`src/rtl/core/ictp_pkg.sv`:
```
// ----------------------------------------------------------------------------
// ictp_pkg: IDE channel timing programmer shared definitions
// Clock-count timing tables, result types and packing constants.
// ----------------------------------------------------------------------------
package ictp_pkg;

	// Timing values are counts of 30 ns clocks, already rounded up from ns.
	localparam int CLK_W = 5;

	typedef logic [CLK_W-1:0] clk_cnt_t;

	typedef struct packed {
		clk_cnt_t setup;
		clk_cnt_t active8;
		clk_cnt_t recover8;
		clk_cnt_t cycle8;
		clk_cnt_t active;
		clk_cnt_t recover;
		clk_cnt_t cycle;
	} pio_clk_t;

	typedef struct packed {
		clk_cnt_t setup;
		clk_cnt_t active;
		clk_cnt_t recover;
		clk_cnt_t cycle;
	} dma_clk_t;

	// Per-drive result handed from the drive calculator to the top level.
	typedef struct packed {
		logic [7:0] data_timing;
		clk_cnt_t   active8;
		clk_cnt_t   recover8;
		logic [1:0] setup_field;
	} drive_timing_t;

	localparam logic [2:0] PIO_MODE_MAX = 3'd4;
	localparam logic [1:0] DMA_MODE_MAX = 2'd2;

	localparam clk_cnt_t CLK_MIN       = 5'd1;
	localparam clk_cnt_t CLK_MAX       = 5'd16;
	localparam clk_cnt_t SETUP_CLK_MAX = 5'd4;

	localparam logic [7:0] DATA_ABSENT  = 8'ha8;
	localparam logic [7:0] CMD_NO_DRIVE = 8'hff;
	localparam logic [7:0] SETUP_RESET  = 8'hff;
	localparam logic [1:0] SETUP_ABSENT = 2'b11;

	// PIO modes 0..4, ns values ceil-divided by 30.
	function automatic pio_clk_t pio_lookup(input logic [2:0] mode);
		pio_clk_t t;
		case (mode)
			3'd0: t = '{5'd3, 5'd10, 5'd8, 5'd20, 5'd6, 5'd5, 5'd20};
			3'd1: t = '{5'd2, 5'd10, 5'd4, 5'd13, 5'd5, 5'd4, 5'd13};
			3'd2: t = '{5'd1, 5'd10, 5'd2, 5'd11, 5'd4, 5'd3, 5'd8};
			3'd3: t = '{5'd1, 5'd3,  5'd3, 5'd6,  5'd3, 5'd3, 5'd6};
			3'd4: t = '{5'd1, 5'd3,  5'd1, 5'd4,  5'd3, 5'd1, 5'd4};
			default: t = '0;
		endcase
		return t;
	endfunction

	// Multiword DMA modes 0..2, ns values ceil-divided by 30.
	function automatic dma_clk_t dma_lookup(input logic [1:0] mode);
		dma_clk_t t;
		case (mode)
			2'd0: t = '{5'd2, 5'd8, 5'd8, 5'd16};
			2'd1: t = '{5'd2, 5'd3, 5'd2, 5'd5};
			2'd2: t = '{5'd1, 5'd3, 5'd1, 5'd4};
			default: t = '0;
		endcase
		return t;
	endfunction

	// Pack a clamped active/recovery pair as (active-1)<<4 | (recovery-1).
	function automatic logic [7:0] pack_timing(input clk_cnt_t act, input clk_cnt_t rec);
		clk_cnt_t a1;
		clk_cnt_t r1;
		a1 = act - CLK_MIN;
		r1 = rec - CLK_MIN;
		return {a1[3:0], r1[3:0]};
	endfunction

endpackage

```
`src/rtl/core/ictp_drive_calc.sv`:
```
// ----------------------------------------------------------------------------
// ictp_drive_calc: per-drive timing calculation
// Looks up PIO and DMA timing table entries, merges, stretches, clamps and packs.
// ----------------------------------------------------------------------------
module ictp_drive_calc
	import ictp_pkg::*;
(
	input  logic [2:0]    pio_mode,
	input  logic          uses_mwdma,
	input  logic [1:0]    dma_mode,
	output drive_timing_t timing
);

	// Grow active and recovery to fill the cycle; active takes the smaller half.
	function automatic logic [2*CLK_W-1:0] stretch(input clk_cnt_t a, input clk_cnt_t r,
			input clk_cnt_t c);
		logic [CLK_W:0] sum;
		logic [CLK_W:0] gap;
		clk_cnt_t       an;
		clk_cnt_t       rn;
		sum = {1'b0, a} + {1'b0, r};
		gap = {1'b0, c} - sum;
		if (sum < {1'b0, c}) begin
			an = a + gap[CLK_W:1];
			rn = c - an;
		end else begin
			an = a;
			rn = r;
		end
		return {an, rn};
	endfunction

	function automatic clk_cnt_t clamp(input clk_cnt_t v, input clk_cnt_t hi);
		clk_cnt_t res;
		if (v < CLK_MIN) begin
			res = CLK_MIN;
		end else if (v > hi) begin
			res = hi;
		end else begin
			res = v;
		end
		return res;
	endfunction

	pio_clk_t             pio;
	dma_clk_t             dma;
	clk_cnt_t             setup;
	clk_cnt_t             active;
	clk_cnt_t             recover;
	clk_cnt_t             cycle;
	logic [2*CLK_W-1:0]   str8;
	logic [2*CLK_W-1:0]   str;
	clk_cnt_t             setup_c;

	always_comb begin
		pio     = pio_lookup(pio_mode);
		dma     = dma_lookup(dma_mode);
		setup   = pio.setup;
		active  = pio.active;
		recover = pio.recover;
		cycle   = pio.cycle;
		if (uses_mwdma) begin
			setup   = (dma.setup   > setup)   ? dma.setup   : setup;
			active  = (dma.active  > active)  ? dma.active  : active;
			recover = (dma.recover > recover) ? dma.recover : recover;
			cycle   = (dma.cycle   > cycle)   ? dma.cycle   : cycle;
		end
		str8    = stretch(pio.active8, pio.recover8, pio.cycle8);
		str     = stretch(active, recover, cycle);
		setup_c = clamp(setup, SETUP_CLK_MAX);

		timing.active8     = clamp(str8[2*CLK_W-1:CLK_W], CLK_MAX);
		timing.recover8    = clamp(str8[CLK_W-1:0], CLK_MAX);
		timing.data_timing = pack_timing(clamp(str[2*CLK_W-1:CLK_W], CLK_MAX),
			clamp(str[CLK_W-1:0], CLK_MAX));
		setup_c            = setup_c - CLK_MIN;
		timing.setup_field = setup_c[1:0];
	end

endmodule

```
`src/rtl/core/ide_channel_timing_programmer.sv`:
```
// ----------------------------------------------------------------------------
// ide_channel_timing_programmer: ATA PIO / multiword DMA timing byte builder
// Computes data, command and address setup timing bytes for one channel.
// ----------------------------------------------------------------------------
//
//  channel  | direction | handshake           | payload
//  ---------+-----------+---------------------+-----------------------------------
//  request  | in        | start / busy        | channel_select, unit0_*, unit1_*
//  result   | out       | done (1-cycle)      | accepted, channel_echo, timing bytes
//  config   | in        | cfg_valid/cfg_ready | cfg_data (controller_supported)
//
//  A request is taken on any edge with start high; busy stays low, so one
//  request per clock is sustained. The request register feeds the table
//  lookup, merge, stretch and clamp logic, which lands in the result
//  register; the done strobe is registered alongside the result.
//  The setup byte store is updated on the same edge as the result register,
//  so back-to-back requests see each other's setup fields.
//  Reset clears the request and result strobes, restores the setup byte to
//  all-ones and marks the controller supported. The receiver cannot stall.
//
module ide_channel_timing_programmer
	import ictp_pkg::*;
(
	input  logic       clk,
	input  logic       arst_n,
	// request channel
	input  logic       start,
	output logic       busy,
	input  logic       channel_select,
	input  logic       unit0_present,
	input  logic [2:0] unit0_pio_mode,
	input  logic       unit0_uses_mwdma,
	input  logic [1:0] unit0_dma_mode,
	input  logic       unit1_present,
	input  logic [2:0] unit1_pio_mode,
	input  logic       unit1_uses_mwdma,
	input  logic [1:0] unit1_dma_mode,
	// configuration channel
	input  logic       cfg_valid,
	output logic       cfg_ready,
	input  logic       cfg_data,
	// result channel
	output logic       done,
	output logic       accepted,
	output logic       channel_echo,
	output logic [7:0] data_timing_unit0,
	output logic [7:0] data_timing_unit1,
	output logic [7:0] command_timing,
	output logic [7:0] setup_timing_byte
);

	// Request register.
	logic       valid_s1;
	logic       chan_s1;
	logic       u0_present_s1;
	logic [2:0] u0_pio_s1;
	logic       u0_dma_s1;
	logic [1:0] u0_dmode_s1;
	logic       u1_present_s1;
	logic [2:0] u1_pio_s1;
	logic       u1_dma_s1;
	logic [1:0] u1_dmode_s1;

	// Result register.
	logic       done_s2;
	logic       accepted_s2;
	logic       chan_s2;
	logic [7:0] data0_s2;
	logic [7:0] data1_s2;
	logic [7:0] cmd_s2;
	logic [7:0] setup_s2;

	logic       supported_q;
	logic [7:0] setup_q;

	drive_timing_t t0;
	drive_timing_t t1;

	logic       mode_ok;
	logic       req_ok;
	logic [7:0] data0_n;
	logic [7:0] data1_n;
	logic [7:0] cmd_n;
	logic [7:0] setup_n;
	logic [1:0] f0;
	logic [1:0] f1;
	clk_cnt_t   cmd_act;
	clk_cnt_t   cmd_rec;

	// Never stall a request: the whole computation fits between two registers.
	assign busy      = 1'b0;
	assign cfg_ready = 1'b1;

	always_ff @(posedge clk or negedge arst_n) begin
		if (!arst_n) begin
			supported_q <= 1'b1;
		end else if (cfg_valid && cfg_ready) begin
			supported_q <= cfg_data;
		end
	end

	// Capture the request.
	always_ff @(posedge clk or negedge arst_n) begin
		if (!arst_n) begin
			valid_s1 <= 1'b0;
		end else begin
			valid_s1 <= start && !busy;
		end
	end

	always_ff @(posedge clk) begin
		if (start && !busy) begin
			chan_s1       <= channel_select;
			u0_present_s1 <= unit0_present;
			u0_pio_s1     <= unit0_pio_mode;
			u0_dma_s1     <= unit0_uses_mwdma;
			u0_dmode_s1   <= unit0_dma_mode;
			u1_present_s1 <= unit1_present;
			u1_pio_s1     <= unit1_pio_mode;
			u1_dma_s1     <= unit1_uses_mwdma;
			u1_dmode_s1   <= unit1_dma_mode;
		end
	end

	ictp_drive_calc u_drive0 (
		.pio_mode   (u0_pio_s1),
		.uses_mwdma (u0_dma_s1),
		.dma_mode   (u0_dmode_s1),
		.timing     (t0)
	);

	ictp_drive_calc u_drive1 (
		.pio_mode   (u1_pio_s1),
		.uses_mwdma (u1_dma_s1),
		.dma_mode   (u1_dmode_s1),
		.timing     (t1)
	);

	always_comb begin
		// Modes of an absent drive don't matter; a bad mode on a present one
		// rejects the whole request.
		mode_ok = 1'b1;
		if (u0_present_s1 && ((u0_pio_s1 > PIO_MODE_MAX) ||
				(u0_dma_s1 && (u0_dmode_s1 > DMA_MODE_MAX)))) begin
			mode_ok = 1'b0;
		end
		if (u1_present_s1 && ((u1_pio_s1 > PIO_MODE_MAX) ||
				(u1_dma_s1 && (u1_dmode_s1 > DMA_MODE_MAX)))) begin
			mode_ok = 1'b0;
		end
		req_ok = mode_ok && supported_q;

		data0_n = u0_present_s1 ? t0.data_timing : DATA_ABSENT;
		data1_n = u1_present_s1 ? t1.data_timing : DATA_ABSENT;
		f0      = u0_present_s1 ? t0.setup_field : SETUP_ABSENT;
		f1      = u1_present_s1 ? t1.setup_field : SETUP_ABSENT;

		// Command timing takes the maxima over present drives only.
		cmd_act = '0;
		cmd_rec = '0;
		if (u0_present_s1) begin
			cmd_act = t0.active8;
			cmd_rec = t0.recover8;
		end
		if (u1_present_s1) begin
			cmd_act = (t1.active8  > cmd_act) ? t1.active8  : cmd_act;
			cmd_rec = (t1.recover8 > cmd_rec) ? t1.recover8 : cmd_rec;
		end
		cmd_n = (u0_present_s1 || u1_present_s1) ? pack_timing(cmd_act, cmd_rec)
			: CMD_NO_DRIVE;

		// Master sits above slave; primary channel owns the upper nibble.
		setup_n = setup_q;
		if (chan_s1) begin
			setup_n[3:0] = {f0, f1};
		end else begin
			setup_n[7:4] = {f0, f1};
		end
	end

	// Hold the other channel's setup fields; advance only on a good request.
	always_ff @(posedge clk or negedge arst_n) begin
		if (!arst_n) begin
			setup_q <= SETUP_RESET;
		end else if (valid_s1 && req_ok) begin
			setup_q <= setup_n;
		end
	end

	always_ff @(posedge clk or negedge arst_n) begin
		if (!arst_n) begin
			done_s2 <= 1'b0;
		end else begin
			done_s2 <= valid_s1;
		end
	end

	// Drop all timing bytes to zero on a rejected request.
	always_ff @(posedge clk) begin
		if (valid_s1) begin
			accepted_s2 <= req_ok;
			chan_s2     <= chan_s1;
			data0_s2    <= req_ok ? data0_n : 8'h00;
			data1_s2    <= req_ok ? data1_n : 8'h00;
			cmd_s2      <= req_ok ? cmd_n   : 8'h00;
			setup_s2    <= req_ok ? setup_n : 8'h00;
		end
	end

	assign done              = done_s2;
	assign accepted          = accepted_s2;
	assign channel_echo      = chan_s2;
	assign data_timing_unit0 = data0_s2;
	assign data_timing_unit1 = data1_s2;
	assign command_timing    = cmd_s2;
	assign setup_timing_byte = setup_s2;

endmodule

```
`config.mk`:
```
export PLATFORM = sky130hd
export DESIGN_NAME = ide_channel_timing_programmer
export DESIGN_NICKNAME = d
export VERILOG_FILES = /design/src/rtl/core/ictp_pkg.sv /design/src/rtl/core/ictp_drive_calc.sv /design/src/rtl/core/ide_channel_timing_programmer.sv
export SDC_FILE = /design/constraint.sdc
export NUM_CORES = 1
export LEC_CHECK = 0
export BUFFER_PORTS_ARGS = -buffer_cell sky130_fd_sc_hd__buf_2
export CORE_MARGIN = 4
export CORE_UTILIZATION = 30
export DETAILED_ROUTE_END_ITERATION = 12
export PLACE_DENSITY_LB_ADDON = 0.08
export SLEW_MARGIN = 10
export SYNTH_ARGS = -nofsm -noshare
export SYNTH_HDL_FRONTEND = slang
export SYNTH_HIERARCHICAL = 1
export SYNTH_SLANG_ARGS = --single-unit
```
`constraint.sdc`:
```
create_clock -name clk -period 8.9 [get_ports clk]
set_input_delay 1.78 -clock clk [delete_from_list [all_inputs] [get_ports clk]]
set_output_delay 1.78 -clock clk [all_outputs]
set_load 0.005 [all_outputs]
```
* Yosys cells after proc, flatten, opt, wreduce, memory -nomap -nowiden
Index checks and enable logic that the tools add are counted.
** Storage, ports and cells
- ROM bits :: 0
- Bits of input ports :: 20
- Memories kept :: 0
- Bits in latches :: 0
- Register bits :: 60
- Bits in writable memories :: 0
- Output and inout port bits :: 37
** Cells by class
- Mux-type cells :: 63
- Order comparisons :: 38
- Multiply operators :: 0
- Eq/ne operators :: 12
- Reduce and logical (&&, ||, !) cells :: 15
- Divide/modulo/power cells :: 0
- Add/sub/neg operators :: 24
- Bitwise gates (word level) :: 0
- Shift-type cells :: 0
** Operators with widths (count)
- $pmux W32 S5 :: 2
- $mux W5 :: 30
- $pmux W17 S3 :: 2
- $mux W4 :: 14
- $gt A5 B5 Y1 :: 8
- $gt A5 B5 Y1 const B :: 8
- $lt A5 B1 Y1 const B :: 8
- $add A5 B5 Y6 :: 4
- $lt A6 B5 Y1 :: 4
- $mux W8 :: 3
- $sub A4 B1 Y4 const B :: 6
- $sub A5 B6 Y6 :: 4
- $add A5 B5 Y5 :: 4
- $mux W2 :: 10
- $sub A5 B5 Y5 :: 4
- $eq A3 B2 Y1 const B :: 4
- $eq A3 B1 Y1 const B :: 2
- $eq A3 B3 Y1 const B :: 2
- $gt A2 B3 Y1 const B :: 2
- $gt A3 B3 Y1 const B :: 2
- $logic_and A1 B1 Y1 :: 6
- $logic_not A3 Y1 :: 2
- $eq A2 B1 Y1 const B :: 2
- $eq A2 B2 Y1 const B :: 2
- 8 further kinds :: 17

* Longest topological paths before layout
- Word-level depth :: 16
- Gate-level depth with buffers :: 31
- Gate-level depth less buffers :: 30

* By module
The synthesis kept the hierarchy.
** Modules (own cells, without submodules)
- ictp_drive_calc :: sequential area each 0.0 µm², area each 1951.9 µm², times used 2, cells an instance 280
- ide_channel_timing_programmer :: sequential area each 1757.9 µm², area each 2802.7 µm², times used 1, cells an instance 223

* Worst setup path after synthesis
Ideal clock, no wire load.
- Kind :: reg2reg
- From :: register u0_pio_s1[0]
- To :: register data0_s2[2] (netlist: data_timing_unit0[2]), data pin
- Data arrival time :: 6.016 ns
- Buffers on the path :: 2
- Stages on the path, launching flop included :: 28
- Period minus slack after synthesis :: 6.272 ns
- Setup slack :: 2.628 ns
- Cells stage by stage :: edfxtp_1 buf_6 clkbuf_1 nand2_1 a21boi_0 ha_1 nand2_1 o211ai_1 o21ai_0 mux2_2 ha_1 fa_1 fa_1 inv_1 ha_1 fa_1 xor2_1 inv_1 ha_1 a21o_1 a21oi_1 xnor3_1 xnor2_1 a21oi_1 o21ai_0 ha_1 xor2_1 and3_1
** RTL lines
- start, declared :: RTL line ide_channel_timing_programmer.sv:56 : logic [2:0] u0_pio_s1;
- start signal, assigned :: RTL line ide_channel_timing_programmer.sv:115 : u0_pio_s1 <= unit0_pio_mode;
- end signal, assigned :: RTL line ide_channel_timing_programmer.sv:203 : data0_s2 <= req_ok ? data0_n : 8'h00;
- end, declared :: RTL line ide_channel_timing_programmer.sv:68 : logic [7:0] data0_s2;

==> impl_metrics.py <==
metrics = {
    "detailed_routing": {
        "first_pass_iters": 5,
        "ant_nets": 0,
        "wl_per_cell_um": 16.19,
        "drt_iter0_drc": 258,
        "dr_total_vias": 5682,
        "avgViaCountPerCell": 5.114,
        "drc": 0,
        "wl_mm": 17.99,
    },
    "sta": {
        "finClkSkew_ps": 11.98,
        "setup_ws_ps": 1296,
        "setup_viol": 0,
        "tightest_slew_ps": 636.6,
        "fmax_mhz": 131.5,
        "whs_ps": 617.2,
        "rsz0062_at_grt": "false",
        "finalCritPeriodShare": 0.8544,
        "relSlewSlack": 0.5756,
        "tns_ps": 0,
        "hold_violations": 0,
        "slew_viol_final": 0,
        "period_minus_slack_ps": 7604,
    },
    "setup_path": {
        "start_kind": "flip-flop",
        "required_ps": 8980,
        "end_kind": "flip-flop",
        "reg2reg_setup_slack_ps": 1300,
        "crit_path_max_fanout": 16,
        "criticalPathCategory": "reg -> reg",
        "worstPathArrival_ps": 7680,
    },
    "run_status": {
        "status": "finished, final reports clean",
    },
    "cells_and_area": {
        "multiInputGateArea_mm2": 0.004497,
        "n_fill_cell": 2305,
        "stdcell_area_mm2": 0.007490,
        "final_nets": 946,
        "diodes": 0,
        "layout-drive-gt1-share": 0.1480,
        "final_common_cell": "ha_1",
        "final_cell_mix": "ha_1, inv_1, nor2_1, nand2_1, a21oi_1",
        "area_growth_pct": 11.68,
        "seqCellArea_mm2": 0.001758,
    },
    "clocking": {
        "cts.sinks": 60,
        "cts.repair.resized": 0,
        "hold_buffers": 0,
        "numCtsBuffers": 9,
        "cts.path.max_buffers": 2,
        "path_clk_slew_ps": 60,
        "insertion_delay_ps": 330,
        "post-cts-setup-buffers": 0,
        "cts-root-buf": "clkbuf_16",
        "cts_tree": "built",
        "h-tree-depth": 3,
    },
    "die": {
        "die_h_um": 157.5,
        "core_area_mm2": 0.02189,
        "die_w_um": 157.5,
        "rows": 54,
        "die_area_mm2": 0.02481,
        "ios": 57,
        "start_util": 0.3064,
    },
    "pwr": {
        "p_seq_frac": 0.155,
        "power-per-cell-area_mw_per_mm2": 361.3,
        "clkPwrFrac": 0.129,
        "p_sw_w": 0.001278,
        "p_total_w": 0.002706,
        "power_frac_comb": 0.717,
        "p_leak_nw": 3.510,
        "swShare": 0.4723,
        "p_int_w": 0.001428,
        "ir_drop_mv": 0.1734,
    },
    "placed_design": {
        "pre_cts_slack_ps": 1294,
        "hpwl_mm": 14.56,
        "placed_cell_area_mm2": 0.007194,
        "io_buffers": 54,
        "gp_congestion": 0.8287,
    },
    "global_route": {
        "met2_usage": 0.2449,
        "antenna_found_initial": 0,
        "grtUsageMet3": 0.02365,
        "grt_max_degree": 32,
        "overflow": 0,
        "grt_pass1_vias": 5697,
        "grt_util_met1": 0.1989,
        "top_usage_layer": "met2",
        "grt_pass1_wl_mm": 29.59,
        "track_usage": 0.1480,
    },
    "logic_synthesis": {
        "synth_nets": 903,
        "yosys_warnings": 6,
        "ys_seq_elements": 60,
        "synth_seq_area_share": 0.2621,
        "synth_area_per_cell_um2": 8.565,
        "synthDistinctLibCells": 62,
        "ys.flop_type": "edfxtp_1",
        "syn_inst": 783,
        "syn-cell-area_mm2": 0.006706,
        "synth-edff-count": 49,
        "yosys-top-cells-area": "edfxtp_1, ha_1, a21oi_1",
        "synthDominantCellAreaShare": 0.2194,
        "synth_largest_area_cell": "edfxtp_1",
        "async_reset_ff_frac": 0.1833,
    },
    "worst_hold_path": {
        "hp-class": "reg -> reg",
    },
    "job": {
        "drv_cap": 0,
    },
}
worst paths after layout:
| kind | from | end | cells after the start |
|---|---|---|---|
| setup / recovery | u0_pio_s1[2] | data_timing_unit0[2] | 27 |
| hold / removal | setup_q[5] | setup_q[5] | 1 |
| setup reg to reg | u0_pio_s1[2] | data_timing_unit0[2] | 27 |
| hold reg to reg | setup_q[5] | setup_q[5] | 1 |
| max in group asynchronous | arst_n | setup_q[0] | 1 |
| min in group asynchronous | arst_n | done | 1 |
flip-flops by register name, summed over array words and instances (netlist names), 2 cells and up:
name               flops
command_timing         8
u1_dmode_s1            2
u0_dmode_s1            2
setup_q                8
setup_timing_byte      8
u0_pio_s1              3
data_timing_unit0      8
u1_pio_s1              3
data_timing_unit1      8
power groups by stage:
stage	combinational [W]	sequential [W]	clock, W
detailed placement	0.00192	0.000425	0
finish	0.00194	0.000419	0.000348
floorplan	0.00153	0.000412	0
CTS	0.00194	0.000420	0.000358
global route	0.00219	0.000426	0.000373
global placement	0.00190	0.000425	0
cell type report:
type	instances	share of cell area
repair buffers	56	0.03809
clock inverters	6	0.006014
well taps	280	0.04678
multi-input cells	618	0.6004
flip-flops and latches	60	0.2347
inverters	81	0.04059
clock buffers	10	0.03341
layer usage:
layer | wire, um | share of wire
met4 | 398 | 0.022
met1 | 8487 | 0.47
met2 | 8366 | 0.47
met5 | 0 | 0
met3 | 738 | 0.041
kinds of logic after synthesis:
logic type	Yosys count	share of synthesized area
simple gates	263	0.1894
compound gates	186	0.1813
other cells	4	0.002238
mux	21	0.03377
buf+inv	105	0.06735
xor+xnor	44	0.06604
fa+ha+maj	100	0.1978
flops	60	0.2621
cells in the mapped netlist (5+ instances only):
| cell type | n |
|---|---|
| a31oi_1 | 6 |
| nor4_1 | 6 |
| edfxtp_1 | 49 |
| xor2_1 | 18 |
| a21oi_1 | 72 |
| o21ai_0 | 26 |
| o31ai_1 | 6 |
| and3_1 | 18 |
| o21a_1 | 6 |
| mux2_2 | 13 |
| nor3_1 | 16 |
| buf_6 | 6 |
| or2_2 | 5 |
| xnor2_1 | 20 |
| ha_1 | 90 |
| fa_1 | 10 |
| a21boi_0 | 7 |
| clkbuf_1 | 12 |
| nand3_1 | 16 |
| o21ai_1 | 6 |
| nor2b_1 | 16 |
| mux2i_1 | 8 |
| nor2_1 | 77 |
| nand2_1 | 72 |
| dfstp_2 | 9 |
| inv_1 | 80 |
| nand2b_1 | 12 |
| a21o_1 | 12 |
worst max-delay path: stages, from the launching register on:
cell and delay, ps:
edfxtp_1 650, inv_1 270, nand2_1 220, inv_1 130
a21oi_1 540, ha_1 350, nand2b_1 70, a221oi_1 60
o21ai_0 280, nor2_1 140, a21oi_1 520, fa_1 550
fa_1 520, inv_1 40, ha_1 200, fa_1 400
xor2_1 280, inv_1 110, ha_1 340, a21o_1 180
a21oi_1 160, xnor3_1 250, xnor2_1 320, a21oi_1 70
o21ai_0 240, ha_1 200, xor2_1 60, and3_1 170
stage by stage:
stage	std cells	utilization
2_1_floorplan	783	-
3_3_place_gp	1095	0.3286
3_5_place_dp	1095	0.3286
4_1_cts	1111	0.3421
5_1_grt	1111	0.3421
6_report	1111	0.3421
No activity file was read; power rests on OpenSTA's default activity.
